### config.mk
export PLATFORM = sky130hd
export DESIGN_NAME = lav_front
export DESIGN_NICKNAME = d
export VERILOG_FILES = /design/src/hdl/lav_pkg.sv /design/src/hdl/lav_front.sv
export SDC_FILE = /design/constraint.sdc
export NUM_CORES = 1
export LEC_CHECK = 0
export BUFFER_PORTS_ARGS = -buffer_cell sky130_fd_sc_hd__clkbuf_2
export CAP_MARGIN = 40
export CORE_AREA = 2 2 151 153
export CTS_BUF_LIST = sky130_fd_sc_hd__clkbuf_8
export CTS_CLUSTER_DIAMETER = 60
export DETAILED_ROUTE_END_ITERATION = 10
export DIE_AREA = 0 0 153 155
export GPL_TIMING_DRIVEN = 0
export PLACE_DENSITY_LB_ADDON = 0.2
export SLEW_MARGIN = 30
export SYNTH_ARGS = -nofsm -noshare
export SYNTH_HDL_FRONTEND = slang
export SYNTH_SLANG_ARGS = --single-unit
export TNS_END_PERCENT = 5
### constraint.sdc
create_clock -name clk -period 11.45 [get_ports clk]
set_clock_uncertainty 0.15 [all_clocks]
set_input_delay 0.5725 -clock clk [delete_from_list [all_inputs] [get_ports clk]]
set_output_delay 0.5725 -clock clk [all_outputs]
set_load 0.05 [all_outputs]
### src/hdl/lav_pkg.sv
`timescale 1ns / 1ps
`default_nettype none

package lav_pkg;

    localparam int FRAC_BITS_DEF = 16;
    localparam int IN_W          = 32;
    localparam int D_W           = 33;
    localparam int COL_W         = 34;
    localparam int S_TDATA_W     = 6 * IN_W;
    localparam int M_TDATA_W     = 4 * COL_W;
    localparam int M_TUSER_W     = 3;
    localparam int Q_DEPTH       = 2;
    localparam int Q_PTR_W       = $clog2(Q_DEPTH);

    typedef struct packed {
        logic signed [IN_W-1:0] px;
        logic signed [IN_W-1:0] py;
        logic signed [IN_W-1:0] pz;
        logic signed [D_W-1:0]  dx;
        logic signed [D_W-1:0]  dy;
        logic signed [D_W-1:0]  dz;
        logic                   dzero;
    } lav_item_t;

endpackage

`default_nettype wire

### src/hdl/lav_front.sv
`timescale 1ns / 1ps
`default_nettype none

module lav_front (
    input  wire logic                          clk,
    input  wire logic                          rst_n,
    input  wire logic                          s_tvalid,
    output logic                               s_tready,
    input  wire logic [lav_pkg::S_TDATA_W-1:0] s_tdata,
    output logic                               f_valid,
    input  wire logic                          f_ready,
    output lav_pkg::lav_item_t                 f_item
);
    import lav_pkg::*;

    logic      fv_reg, fv_next;
    lav_item_t item_reg, item_next;
    logic signed [IN_W-1:0] px, py, pz, tx, ty, tz;
    logic      accept;

    assign px = $signed(s_tdata[31:0]);
    assign py = $signed(s_tdata[63:32]);
    assign pz = $signed(s_tdata[95:64]);
    assign tx = $signed(s_tdata[127:96]);
    assign ty = $signed(s_tdata[159:128]);
    assign tz = $signed(s_tdata[191:160]);

    assign s_tready = !fv_reg || f_ready;
    assign accept   = s_tvalid && s_tready;
    assign f_valid  = fv_reg;
    assign f_item   = item_reg;

    always_comb
    begin
        item_next = item_reg;
        fv_next   = fv_reg && !f_ready;
        if (accept)
        begin
            item_next.px    = px;
            item_next.py    = py;
            item_next.pz    = pz;
            item_next.dx    = D_W'(tx) - D_W'(px);
            item_next.dy    = D_W'(ty) - D_W'(py);
            item_next.dz    = D_W'(tz) - D_W'(pz);
            // eye on target: no z axis
            item_next.dzero = (tx == px) && (ty == py) && (tz == pz);
            fv_next         = 1'b1;
        end
    end

    always_ff @(posedge clk or negedge rst_n)
    begin
        if (!rst_n)
        begin
            fv_reg <= 1'b0;
        end
        else
        begin
            fv_reg <= fv_next;
        end
    end

    always_ff @(posedge clk)
    begin
        item_reg <= item_next;
    end

endmodule

`default_nettype wire

Word level (Yosys, flattened, before mapping)
Cells that the tools add are included.

operators by class
  add/subtract/negate cells = 3
  equal/unequal tests = 3
  mux-type cells = 1
  reduce and logical (&&, ||, !) cells = 7

operators with widths
  operator                      number
  subtractor 32 x 32 -> 33 bit  3
  equality test 32 bit          3
  logical AND 1 bit             4
  zero test 1 bit               2
  logical OR 1 bit              1
  two-way mux 1 bit             1

word-level totals
  register bits after elaboration = 197
  bits of input ports = 196
  output and inout port bits = 198
  logic and storage cells = 22

Depth between registers and ports, before layout
  word-level depth = 4
  mapped depth = 11
  mapped depth without buffers = 11

Worst setup path before layout
OpenSTA, ideal clock, no wires.

  path kind = reg2reg
  from = reg fv_reg (netlist: f_valid)
  to = reg item_reg, in the netlist f_item[0], enable pin
  setup time = 0.580 ns
  data arrival time = 5.597 ns
  path slack = 5.123 ns
  stages on the path, launching flop included = 3
  buffers on the path = 0
  period minus slack after synthesis = 6.327 ns
  cells stage by stage = dfrtp_1 nand2b_1 and2_1

on the way
  longest elaborated chain between the ends = 3

RTL lines
  item                      line             text
  start: declaration        lav_front.sv:16  logic fv_reg, fv_next;
  start signal: assignment  lav_front.sv:59  fv_reg <= fv_next;
  zero test 1 bit           lav_front.sv:28  assign s_tready = !fv_reg || f_ready;
  logical OR 1 bit          lav_front.sv:28
  net s_tready              lav_front.sv:8   output logic s_tready,
  logical AND 1 bit         lav_front.sv:29  assign accept = s_tvalid && s_tready;
  net accept                lav_front.sv:19  logic accept;
  end signal: assignment    lav_front.sv:65  item_reg <= item_next;
  end: declaration          lav_front.sv:17  lav_item_t item_reg, item_next;

The timed path passes the listed nets, and every way through them passes these cells.
A chain may end at the register's enable or synchronous reset.

Final worst setup path
  from = in s_tdata[64] (netlist name)
  to = reg item_reg, in the netlist f_item[31] (data pin)

on the way
  longest elaborated chain between the ends = 1

RTL lines
  item                          line             text
  start: declaration            lav_front.sv:9   input wire logic [lav_pkg::S_TDATA_W-1:0] s_tdata,
  subtractor 32 x 32 -> 33 bit  lav_front.sv:44  item_next.dz = D_W'(tz) - D_W'(pz);

Every way passes these cells.

==> results.sh <==
export IMPL_hpwl_um=25900
export IMPL_post_route_util=0.654
export IMPL_numCtsBuffers=17
export IMPL_drc_errors=0
export IMPL_first_global_vias=9469
export IMPL_io_buffer_count=393
export IMPL_hp_class="input pin to flip-flop"
export IMPL_final_setup_viol_count=0
export IMPL_post_route_min_period_ns=3.17
export IMPL_routabilityCongestion=0.877
export IMPL_path_cells="clkbuf_2 > ha_1 > fa_1 > and2b_1 > o21ai_1 > a21o_1 > a21oi_4 > a211oi_2 > o41a_1 > o211ai_1 > or3b_1"
export IMPL_detail_route_vias_per_cell=5.50
export IMPL_syn_num_nets=1371
export IMPL_synthDistinctLibCells=70
export IMPL_die_x_um=153
export IMPL_worstMarginPinSlew_ns=0.774
export IMPL_async_flop_share=0.00508
export IMPL_totalNegativeSetupSlack_ns=0
export IMPL_r2r_start="f_valid"
export IMPL_run_status="finished clean"
export IMPL_skew_pair_late_insertion_delay_ns=0.45
export IMPL_peakVddDrop_mv=0.0701
export IMPL_maxCapViolCount=0
export IMPL_grt_setup_unrepaired="no"
export IMPL_path_class="input pin to flip-flop"
export IMPL_detailroute_via_count=9865
export IMPL_wl_um=31700
export IMPL_starting_utilization_of_the_core_area=0.526
export IMPL_global_router_s_overall_resource_usage=0.261
export IMPL_grt_start_max_net_pins=53
export IMPL_grt_pass1_wl_um=48800
export IMPL_core_area_um2=22200
export IMPL_nets=1788
export IMPL_synth_yosys_seq_area_share=0.506
export IMPL_cellLeakagePower_nw=6.81
export IMPL_hold_ep="f_item[187]"
export IMPL_antenna_left=0
export IMPL_count_of_flip_flops_with_a_built_in_enable_after_synthesis=196
export IMPL_synth_avg_cell_area_um2=10.9
export IMPL_slew_headroom=0.480
export IMPL_cts_htree_levels=4
export IMPL_cts_post_setup_buffers_inserted=0
export IMPL_critPathMaxFanout=4
export IMPL_io_pins=394
export IMPL_critical_path_buf_inv_count=1
export IMPL_synthToLayoutAreaGrowth_pct=24.4
export IMPL_total_overflow_reported_by_the_global_router=0
export IMPL_hold_path_startpoint="s_tdata[23]"
export IMPL_crit_reg2reg_capture="f_item[29]"
export IMPL_placed_cells=1758
export IMPL_slew_viol_final=0
export IMPL_r2r_cells=4
export IMPL_core_rowCount=55
export IMPL_yosysWarnings=0
export IMPL_average_wire_length_per_cell_after_detail_routing_um=17.7
export IMPL_clock_tree_root_cell="clkbuf_8"
export IMPL_worst_endpoint_arrival_ns=3.22
export IMPL_postSynthCellCount=1076
export IMPL_pwr_density_cell_nw_per_um2=139
export IMPL_fmaxAchievable_ghz=0.316
export IMPL_final_period_utilization=0.277
export IMPL_worst_r2r_setup_slack_ns=9.46
export IMPL_dr_first_iter_drc_count=676
export IMPL_cts_tree="built"
export IMPL_max_clock_buf_depth=2
export IMPL_design_die_area_um2=23700
export IMPL_ys_dominant_reg_cell="edfxtp_1"
export IMPL_floorplan_die_height_um=155
export IMPL_total_standard_cell_area_after_synthesis_um2=11700
export IMPL_critPathMaxStageDelay_ns=0.48
export IMPL_clk_transition_reported_paths_ns=0.11
export IMPL_drive_gt1_frac=0.299
export IMPL_drt_pass1_iterations=5
export IMPL_holdPathStages=1
export IMPL_clock_sinks=197
export IMPL_final_cell_count_no_fill=1795
export IMPL_critical_path_endpoint_type="flip-flop"
export IMPL_crit_slowest_cell="o41a_1"
export IMPL_antenna_found_initial=5
export IMPL_hold_violations=0
export IMPL_critical_path_startpoint_type="input pin"
export IMPL_yosys_register_bits=197
export IMPL_critical_path_s_top_delay_family="compound AO/OA/AOI/OAI gates"
export IMPL_required_ns=11.51
==> what timing repair did <==
item | 4_1_cts | 5_1_grt
hold buffers | 1 | 0
hold endpoints to repair | 1 | 0
gates resized for setup | 0 | 0
setup endpoints to repair | 0 | 0
==> stage by stage <==
step / instance area [µm²] / hold slack [ns] / worst slack [ns] / power (W)
2_1_floorplan: 11700 / 0.127 / 5.12 / 0.00141
3_3_place_gp: 14000 / 0.198 / 3.61 / 0.00157
3_5_place_dp: 14100 / 0.198 / 7.84 / 0.00158
4_1_cts: 14500 / 0.108 / 8.34 / 0.00204
5_1_grt: 14500 / 0.109 / 8.21 / 0.00212
6_report: 14500 / 0.143 / 8.28 / 0.00202
==> placed cells by master, fill, tap and decap left out, drive strengths merged, types with 4 or more instances in the layout <==
master	synthesis	final
nor2	61	61
nand4	20	20
a2111oi	8	8
o31ai	7	7
a21o	55	55
a211oi	8	8
nor2b	12	12
nand2b	11	11
xnor2	59	59
nor3	23	23
and2	9	9
o21bai	15	15
or2	4	4
a311oi	4	4
nand2	55	55
a31oi	7	7
o2111ai	5	5
xor2	18	18
clkinv	0	7
inv	139	146
a21oi	94	94
buf	8	12
nand3	25	25
nor4	6	6
ha	96	96
diode	0	4
o21ai	46	46
o21a	4	4
and3	10	10
edfxtp	196	196
clkbuf	11	421
==> where the power goes <==
| part | leakage (nW) | switching (W) | internal (W) |
|---|---|---|---|
| sequential | 1.88 | 0.0000175 | 0.000878 |
| combinational | 4.73 | 0.000461 | 0.000206 |
| clock | 0.204 | 0.000279 | 0.000183 |
==> cells by family after synthesis <==
logic type	count (synthesis)	synth area share
buffers and inverters	158	0.0516
xor gates and xnor gates	77	0.0577
and+or+nand+nor	259	0.113
DFF	197	0.506
AOI/OAI and AO/OA	282	0.160
muxes	4	0.00353
adders and majority gates	99	0.108
==> worst max path at each step <==
stage / cells after the start / end / startpoint / slack, ns
floorplan: 2 / f_item[0] / f_valid / 5.12
global placement: 3 / f_item[195] / f_ready / 3.61
detailed placement: 11 / f_item[31] / s_tdata[64] / 7.84
CTS: 11 / f_item[31] / s_tdata[64] / 8.34
global route: 11 / f_item[31] / s_tdata[64] / 8.21
finish: 11 / f_item[31] / s_tdata[64] / 8.28
==> layer usage <==
metal | global-route usage | vias up | wire, µm
met5 | 0 | - | 0
met4 | 0.105 | 0 | 1180
met3 | 0.0649 | 65 | 2630
met2 | 0.445 | 458 | 15300
met1 | 0.320 | 4550 | 12600
li1 | - | 4792 | -
==> flip-flops by register name (all words and copies together) (netlist names) <==
register  count
f_item      196
f_valid       1
==> synthesized netlist by cell type, types with 3 or more instances <==
library cell	number	share of area
edfxtp_1	196	0.50
inv_1	139	0.045
ha_1	96	0.10
a21oi_1	93	0.040
nor2_1	61	0.020
xnor2_1	59	0.044
a21o_1	55	0.035
nand2_1	55	0.018
o21ai_0	41	0.018
nand3_1	25	0.011
nor3_1	23	0.0099
nand4_1	20	0.011
xor2_1	18	0.013
o21bai_1	15	0.0096
nor2b_1	12	0.0064
clkbuf_1	11	0.0035
nand2b_1	11	0.0059
and3_1	10	0.0054
and2_1	9	0.0048
buf_2	8	0.0034
o31ai_1	7	0.0045
a2111oi_0	6	0.0045
a211oi_1	6	0.0039
a31oi_1	6	0.0032
nor4_1	5	0.0027
o2111ai_1	5	0.0037
o21ai_1	5	0.0021
o21a_1	4	0.0026
a2111o_1	3	0.0029
a221oi_1	3	0.0022
a311oi_1	3	0.0022
and4_1	3	0.0022
fa_1	3	0.0051
mux2i_1	3	0.0026
nand3b_1	3	0.0019
nor3b_1	3	0.0019
nor4b_1	3	0.0022
o211ai_1	3	0.0019
o22ai_1	3	0.0016
or3_1	3	0.0016
==> layout make-up <==
| type | count | area [µm²] |
|---|---|---|
| fillers | 1797 | 7700 |
| flip-flops and latches | 197 | 5910 |
| multi-input cells | 721 | 5170 |
| repair buffers | 398 | 2080 |
| inverters | 139 | 522 |
| well taps | 285 | 357 |
| clock buffers | 17 | 234 |
| clock inverters | 15 | 166 |
| plain buffers | 19 | 81.3 |
| diodes | 4 | 10.0 |
Power figures use the tool's default switching activity.
