### src/hdl/lav_pkg.sv
`timescale 1ns / 1ps
`default_nettype none

package lav_pkg;

    localparam int FRAC_BITS_DEF = 16;
    localparam int IN_W          = 32;
    localparam int D_W           = 33;
    localparam int COL_W         = 34;
    localparam int S_TDATA_W     = 6 * IN_W;
    localparam int M_TDATA_W     = 4 * COL_W;
    localparam int M_TUSER_W     = 3;
    localparam int Q_DEPTH       = 2;
    localparam int Q_PTR_W       = $clog2(Q_DEPTH);

    typedef struct packed {
        logic signed [IN_W-1:0] px;
        logic signed [IN_W-1:0] py;
        logic signed [IN_W-1:0] pz;
        logic signed [D_W-1:0]  dx;
        logic signed [D_W-1:0]  dy;
        logic signed [D_W-1:0]  dz;
        logic                   dzero;
    } lav_item_t;

endpackage

`default_nettype wire

### src/hdl/lav_queue.sv
`timescale 1ns / 1ps
`default_nettype none

module lav_queue (
    input  wire logic               clk,
    input  wire logic               rst_n,
    input  wire logic               in_valid,
    output logic                    in_ready,
    input  wire lav_pkg::lav_item_t in_item,
    output logic                    out_valid,
    input  wire logic               out_ready,
    output lav_pkg::lav_item_t      out_item
);
    import lav_pkg::*;

    lav_item_t              mem_reg [Q_DEPTH];
    logic [Q_PTR_W-1:0]     wr_reg, wr_next, rd_reg, rd_next;
    logic [Q_PTR_W:0]       cnt_reg, cnt_next;
    logic                   push, pop;

    assign in_ready  = cnt_reg != (Q_PTR_W+1)'(Q_DEPTH);
    assign out_valid = cnt_reg != '0;
    assign out_item  = mem_reg[rd_reg];
    assign push      = in_valid && in_ready;
    assign pop       = out_valid && out_ready;

    always_comb
    begin
        wr_next  = push ? wr_reg + 1'b1 : wr_reg;
        rd_next  = pop ? rd_reg + 1'b1 : rd_reg;
        cnt_next = cnt_reg;
        if (push && !pop)
        begin
            cnt_next = cnt_reg + 1'b1;
        end
        else if (pop && !push)
        begin
            cnt_next = cnt_reg - 1'b1;
        end
    end

    always_ff @(posedge clk or negedge rst_n)
    begin
        if (!rst_n)
        begin
            wr_reg  <= '0;
            rd_reg  <= '0;
            cnt_reg <= '0;
        end
        else
        begin
            wr_reg  <= wr_next;
            rd_reg  <= rd_next;
            cnt_reg <= cnt_next;
        end
    end

    always_ff @(posedge clk)
    begin
        if (push)
        begin
            mem_reg[wr_reg] <= in_item;
        end
    end

endmodule

`default_nettype wire

### config.mk
export PLATFORM = sky130hd
export DESIGN_NAME = lav_queue
export DESIGN_NICKNAME = d
export VERILOG_FILES = /design/src/hdl/lav_pkg.sv /design/src/hdl/lav_queue.sv
export SDC_FILE = /design/constraint.sdc
export NUM_CORES = 1
export LEC_CHECK = 0
export BUFFER_PORTS_ARGS = -buffer_cell sky130_fd_sc_hd__buf_2
export CORE_UTILIZATION = 50
export DETAILED_ROUTE_END_ITERATION = 7
export GPL_TIMING_DRIVEN = 0
export PLACE_DENSITY_LB_ADDON = 0.1
export SLEW_MARGIN = 0
export SYNTH_ARGS = -nofsm -noshare
export SYNTH_HDL_FRONTEND = slang
export SYNTH_SLANG_ARGS = --single-unit
### constraint.sdc
create_clock -name clk -period 30.8 [get_ports clk]
set_clock_uncertainty 0.2 [all_clocks]
set_input_delay 6.16 -clock clk [delete_from_list [all_inputs] [get_ports clk]]
set_output_delay 6.16 -clock clk [all_outputs]
set_load 0.03 [all_outputs]
# Word level (Yosys, flattened, before mapping)
# Memories as Yosys holds them, arrays and structs flattened.
# Index checks and enable logic that the tools add are counted.
[totals] regBits=4 mem_bits_rw=392 in_bits=200 output_inout_bits=198 word_cells=21 memories=1
[op_classes] add_sub_neg=4 n_eq_ne=1 mux=4 n_reduce_logical=8
[mem_list] memory="mem_reg" depth=2 width=196 rd=1 rd_clocked_by_memory_dff=0 write_ports=1 line_no="lav_queue.sv:16" source="lav_item_t mem_reg [Q_DEPTH];"
[op_table] cell="logical AND 1 bit" count=4
[op_table] cell="2-to-1 mux 2 bit" count=2
[op_table] cell="nonzero test 2 bit" count=2
[op_table] cell="adder 1 bit (second input constant)" count=2
[op_table] cell="adder 2 x 1 -> 2 bit (second input constant)" count=1
[op_table] cell="zero test 1 bit" count=2
[op_table] cell="2-to-1 mux 1 bit" count=2
[op_table] cell="!= test 2 bit (second input constant)" count=1
[op_table] cell="subtractor 2 x 1 -> 2 bit (second input constant)" count=1

# Logic depth before layout (Yosys ltp)
# Gate-level depths: netlist of run 1.
[logic_depth] word_depth=6 ltp_mapped=7 ltp_nobuf=7

# Worst setup path before layout of run 1
# No wires, ideal clock.
[synth_timing] path_kind="input to register" from="input in_valid" to="memory mem_reg[0][0] in the netlist's numbering (enable)" setup_ns=0.756 arrival_time_ns=14.387 required_time_ns=29.844 path_slack_ns=15.457 cell_stages=2 path_buffers=0 cell_sequence="nand2_1 -> nor2_1"
[synth_via] elab_chain_len=3
[synth_rtl] element="start: declaration" line_no="lav_queue.sv:7" source="input wire logic in_valid,"
[synth_rtl] element="logical AND 1 bit" line_no="lav_queue.sv:24" source="assign push = in_valid && in_ready;"
[synth_rtl] element="2-to-1 mux 1 bit" line_no="lav_queue.sv:60" source="if (push)"
[synth_rtl] element="2-to-1 mux 1 bit (not written as such)" line_no="lav_queue.sv:62" source="mem_reg[wr_reg] <= in_item;"
[synth_rtl] element="end: declaration" line_no="lav_queue.sv:16"
# No other way between the ends.

==> impl_metrics.toml, run 1 <==
[worst_setup_path]
path_common_cell = "buf_6"
setup.worst_path.class = "reg -> out"
path_cells = "buf_6, buf_6, buf_6, mux2_4, buf_2"
path_buf_inv = 4
endpoint_kind = "output pin"
max_stage_delay_ps = 330
cp_top_family = "buffers and inverters"
cp_max_fo = 10
slowest_stage = "dfrtp_1"
required_ps = 24440
cp-start-kind = "flop"
arrival_ps = 1930

[logic_synthesis]
ys_types = 15
synth-seq-area-share_pct = 79.8
synthesis.nets = 829
syn_area_per_cell_um2 = 23.7
yosysWarnings = 0
synth-seq-cells = 396
synthCells = 628
netlist_area_um2 = 14900

[status]
status = "finished clean"

[floorplan]
die_w_um = 174
die_area_um2 = 30400
core.rowCount = 62
die_h_um = 174
core_area_um2 = 29000
initial_utilization_pct = 51.3
ios = 398

[layout]
nets = 1278
drive_above_1_share_pct = 61.3
fin_util_pct = 64.7
largest_reg_flops = 392
area_delta_synth_final_pct = 26.2

[global_route]
grt_max_degree = 60
grt_pass1_wl_mm = 43.1
grt_usage_pct = 18.9
antenna_found_initial = 11
grt_pass1_vias = 7694
grt_overflow = 0

[timing]
final.period_utilization_pct = 26.9
finalSetupTns_ps = 0
finalSetupViolCount = 0
finalHoldViolCount = 0
period_needed_ps = 8290
slew_viol_final = 0
rsz0062_at_grt = "no"
hold_ws_ps = 296
max_slew_margin_pct = 50.8
tightest_slew_ps = 736
fmax_mhz = 121

[cts]
cts_hold_buffers = 0
cts_resized = 0
htree_num_levels = 2
clock_sinks = 396
cts_tree = "done"
cts_root_buf = "clkbuf_16"
clockBufferDepth = 3
cts_buffers = 40
clk_latency_ps = 520
path_clk_slew_ps = 60
post-cts-setup-buffer-count = 0

[route]
drc = 0
post_drt_wl_per_cell_um = 19.5
ant_nets = 0
drtPass1Iterations = 4
viasPerCell = 4.95
routed_wl_mm = 29.1
drtIter0Drc = 385
vias = 7378

[placed_design]
place_hpwl_mm = 20.3
gp_congestion = 0.716
io_buffers = 397

[power]
power.total_mw = 1.98
cellLeakagePower_nw = 7.42
p_per_area_nw_per_um2 = 106
peakVddDrop_mv = 0.0682

[min_path]
hold_path.class = "reg -> reg"

[run]
maxCapViolCount = 0
## per-layer routing
| layer | routed length (µm) | track usage, % | part of all wire, % | vias up |
|---|---|---|---|---|
| li1 | - | - | - | 3413 |
| met1 | 10700 | 21.3 | 37 | 3593 |
| met2 | 14500 | 32.0 | 50 | 296 |
| met3 | 2960 | 7.66 | 10 | 62 |
| met4 | 833 | 7.38 | 2.9 | 14 |
| met5 | 82 | 0 | 0.28 | - |
## synthesized netlist by cell type, drive strengths merged
library cell | instances | area share, %
and3 | 1 | 0.042
buf | 22 | 1.4
dfrtp | 4 | 0.67
edfxtp | 392 | 79
ha | 1 | 0.084
inv | 1 | 0.025
mux2 | 196 | 18
nand2 | 2 | 0.051
nand2b | 1 | 0.042
nor2 | 2 | 0.051
or2 | 1 | 0.042
xnor2 | 3 | 0.18
xor2 | 2 | 0.12
## cells by family (layout without fill, tap and decap cells)
logic type | count (synthesis) | after routing | share of synthesized area, %
multiplexers | 196 | 196 | 18.1
adder cells (fa/ha/maj) | 1 | 1 | 0.0841
flip-flops | 396 | 396 | 79.8
buffers and inverters | 23 | 498 | 1.44
AND/OR/NAND/NOR | 7 | 7 | 0.227
other | 0 | 5 | 0
XOR/XNOR | 5 | 5 | 0.295
## final timing paths
check                            from              to  slack, ps  cells after the start
max in group asynchronous       rst_n      cnt_reg[0]      25040                      1
hold / removal             cnt_reg[1]      cnt_reg[1]        300                      1
hold reg to reg            cnt_reg[1]      cnt_reg[1]        300                      1
setup reg to reg           cnt_reg[0]  mem_reg[0][57]      27970                      7
setup / recovery               rd_reg   out_item[126]      22510                      5
min in group asynchronous       rst_n          wr_reg       5240                      1
## stage by stage
step	setup slack (ps)	instance area (µm²)	instances
2_1_floorplan	15460	14900	628
3_3_place_gp	10350	17300	1409
3_5_place_dp	22300	17600	1419
4_1_cts	22450	18700	1487
5_1_grt	22410	18800	1491
6_report	22510	18800	1492
## area by class of cell
type	count	area [µm²]
fillers	2102	10300
well taps	384	480
diodes	5	12.5
clock inverters	16	93.8
plain buffers	22	210
inverters	1	3.75
multi-input cells	209	2800
clock buffers	52	1070
repair buffers	407	2220
flip-flops and latches	396	11900
## placed cells by master (no fill, tap or decap)
cell type,synthesis,routed
xor2_1,2,2
mux2_2,66,66
clkbuf_16,0,41
buf_12,0,5
xnor2_1,3,3
mux2_4,130,130
nor2_4,0,1
clkbuf_1,0,11
bufinv_16,0,1
diode_2,0,5
buf_16,0,5
and3_4,0,1
clkinv_1,0,9
edfxtp_1,392,392
clkinv_2,0,6
nand2b_1,1,1
or2_2,1,1
ha_1,1,1
buf_2,6,403
inv_1,1,1
nand2_1,2,2
dfrtp_1,4,4
nor2_1,2,1
buf_6,16,16
## power breakdown
group	total [mW]	switching (mW)	leakage, nW	internal (mW)
Clock	0.434	0.183	0.570	0.251
Combinational	0.785	0.484	3.16	0.301
Sequential	0.761	0.0256	3.69	0.735
Total	1.98	0.692	7.42	1.29
Power figures use the tool's default switching activity.
==> run 2: changes to the inputs <==
--- a/config.mk
+++ b/config.mk
@@ -5,8 +5,9 @@
 export SDC_FILE = /design/constraint.sdc
 export NUM_CORES = 1
 export LEC_CHECK = 0
+export ABC_AREA = 1
 export BUFFER_PORTS_ARGS = -buffer_cell sky130_fd_sc_hd__buf_2
-export CORE_UTILIZATION = 50
+export CORE_UTILIZATION = 47
 export DETAILED_ROUTE_END_ITERATION = 7
 export GPL_TIMING_DRIVEN = 0
 export PLACE_DENSITY_LB_ADDON = 0.1
==> constraint.sdc (replaced) <==
create_clock -name clk -period 6.8 [get_ports clk]
set_clock_uncertainty 0.2 [all_clocks]
set_input_delay 1.36 -clock clk [delete_from_list [all_inputs] [get_ports clk]]
set_output_delay 1.36 -clock clk [all_outputs]
set_load 0.03 [all_outputs]
==> run 2 against run 1 <==
Effect of this change: register-to-register slack got worse by 24000 ps; highest routed layer unchanged; routed wire length grew 13%; clock-buffer cell count grew 2.
==> impl_metrics.toml, run 2 <==
[status]
status = "finished clean"

[global_route]
grt_usage_pct = 20.6
antenna_found_initial = 12
grt_overflow = 0
grt_pass1_wl_mm = 48.7
grt_pass1_vias = 8906
grt_max_degree = 29

[placed_design]
dp_slack_ps = 3400
dp.cells = 1855
gp_congestion = 0.762
io_buffers = 397
place_hpwl_mm = 23.2

[layout]
regArea_um2 = 11900
layout_commonest_cell = "nand2_1"
fin_cells = 1935
layout_common_cells = "598 x nand2_1, 421 x buf_2, 392 x edfxtp_1"
area_delta_synth_final_pct = 28.4
drive_above_1_share_pct = 33.3
largest_reg_flops = 392
fin_util_pct = 62.1
multiInputGateArea_um2 = 2310
nets = 1709
fillCellCount = 2353

[min_path]
hold_path.class = "reg -> reg"

[power]
p_per_area_nw_per_um2 = 499
peakVddDrop_mv = 0.302
cellLeakagePower_nw = 8.07

[route]
drtPass1Iterations = 4
viasPerCell = 4.77
ant_nets = 0
drtIter0Drc = 484
routed_wl_mm = 33.0
drc = 0
post_drt_wl_per_cell_um = 17.0
vias = 9222

[timing]
period_needed_ps = 3530
fin_ws_ps = 3270
rsz0062_at_grt = "no"
max_slew_margin_pct = 60.3
finalHoldViolCount = 0
finalSetupTns_ps = 0
finalSetupViolCount = 0
tightest_slew_ps = 595
slew_viol_final = 0
fmax_mhz = 283
final.period_utilization_pct = 51.9

[worst_setup_path]
required_ps = 5240
cp_max_fo = 10
setup.worst_path.class = "reg -> out"
cp-start-kind = "flop"
endpoint_kind = "output pin"
arrival_ps = 1970

[cts]
cts_buffers = 41
cts_hold_buffers = 0
clock_sinks = 396
clk_latency_ps = 530
cts_root_buf = "clkbuf_16"
clockBufferDepth = 3
path_clk_slew_ps = 60
post-cts-setup-buffer-count = 0
cts_tree = "done"
htree_num_levels = 2
cts_resized = 0

[floorplan]
die_area_um2 = 31500
ios = 398
initial_utilization_pct = 48.3
core.rowCount = 63
die_h_um = 178
die_w_um = 178
core_area_um2 = 30000

[logic_synthesis]
synth_ff_type = "edfxtp_1"
synth_mux_area_share_pct = 0
async_reset_ff_share_pct = 1.01
synth_adder_area_share_pct = 0.0864
yosys.area_share.simple_pct = 15.7
ys_types = 14
netlist_area_um2 = 14500
synth-seq-area-share_pct = 82.0
synth_common_cells = "598 x nand2_1, 392 x edfxtp_1, 24 x buf_2"
synth_top_family_by_area = "simple AND/OR/NAND/NOR gates"
synth_area_leaders = "edfxtp_1 81%, nand2_1 16%, buf_2 0.83%"
synth_compound_area_share_pct = 0
synth-seq-cells = 396
netlist.area_leader.share_pct = 81.3
syn_area_per_cell_um2 = 13.8
synth_top_area_cell = "edfxtp_1"
synthesis.nets = 1253
synth_edf_count = 392
yosysWarnings = 0
yosysMostFrequentCell = "nand2_1"
synthXorXnorAreaFrac_pct = 0.121
synthCells = 1052

[run]
maxCapViolCount = 0
run 2: changes by cell type in the layout (fill, tap and decap cells not counted), moves of 2 or more:
cell,change
buf_12,+7
buf_2,+18
buf_4,+15
buf_6,-12
clkbuf_16,+2
inv_1,+5
mux2_2,-66
mux2_4,-130
nand2_1,+596
nand3_1,+2
xnor2_1,-2
run 2: metrics by stage:
stage / area (µm²) / total power, mW / hold slack (ps)
finish: 18600 / 9.28 / 301
detailed placement: 17300 / 7.27 / 290
CTS: 18600 / 9.38 / 304
global placement: 17000 / 7.26 / 284
global route: 18600 / 9.77 / 333
floorplan: 14500 / 6.02 / 262
run 2: metal layers:
layer | share of wire (%) | wire length, µm | vias up | GRT usage, %
li1 | - | - | 4496 | -
met1 | 38 | 12500 | 4331 | 23.7
met2 | 50 | 16600 | 321 | 35.4
met3 | 9.7 | 3210 | 62 | 8.10
met4 | 1.7 | 565 | 12 | 6.30
met5 | 0.21 | 69 | - | 0
run 2: layout make-up:
cell class                 instances  share of cell area (%)
sequential                       396                    63.8
timing repair buffer             413                    12.6
multi-input combinational        606                    12.4
clock buffer                      54                    6.01
tap                              390                    2.62
buffer                            43                    1.49
clock inverter                    20                   0.781
inverter                           7                   0.155
antenna                            6                  0.0807
run 2: power breakdown:
group	internal, mW	leakage (nW)	switching [mW]	total [mW]
Sequential	3.33	3.70	0.114	3.44
Clock	1.23	0.619	0.869	2.10
Combinational	0.989	3.75	2.75	3.74
Total	5.54	8.07	3.74	9.28
run 2: kinds of logic (layout without fill, tap and decap cells):
family                     after synthesis  in the layout
buffers and inverters                   50            537
adders and majority gates                1              1
DFF                                    396            396
and+or+nand+nor                        603            603
xor gates and xnor gates                 2              2
other                                    0              6
run 2: critical path, stage by stage (launching register included):
cell and delay [ps]:
dfrtp_1 360, buf_4 190, inv_4 140, buf_6 200
buf_4 200, nand2_1 60, nand2_1 70, buf_2 230
run 2: final timing paths:
check	from	to	slack, ps	cells after the start
worst min register to register	cnt_reg[0]	cnt_reg[0]	300	1
worst max register to register	cnt_reg[0]	mem_reg[1][67]	4330	7
max in group asynchronous	rst_n	cnt_reg[1]	5830	1
min in group asynchronous	rst_n	rd_reg	430	1
worst min-delay path	cnt_reg[0]	cnt_reg[0]	300	1
worst max-delay path	rd_reg	out_item[72]	3270	7
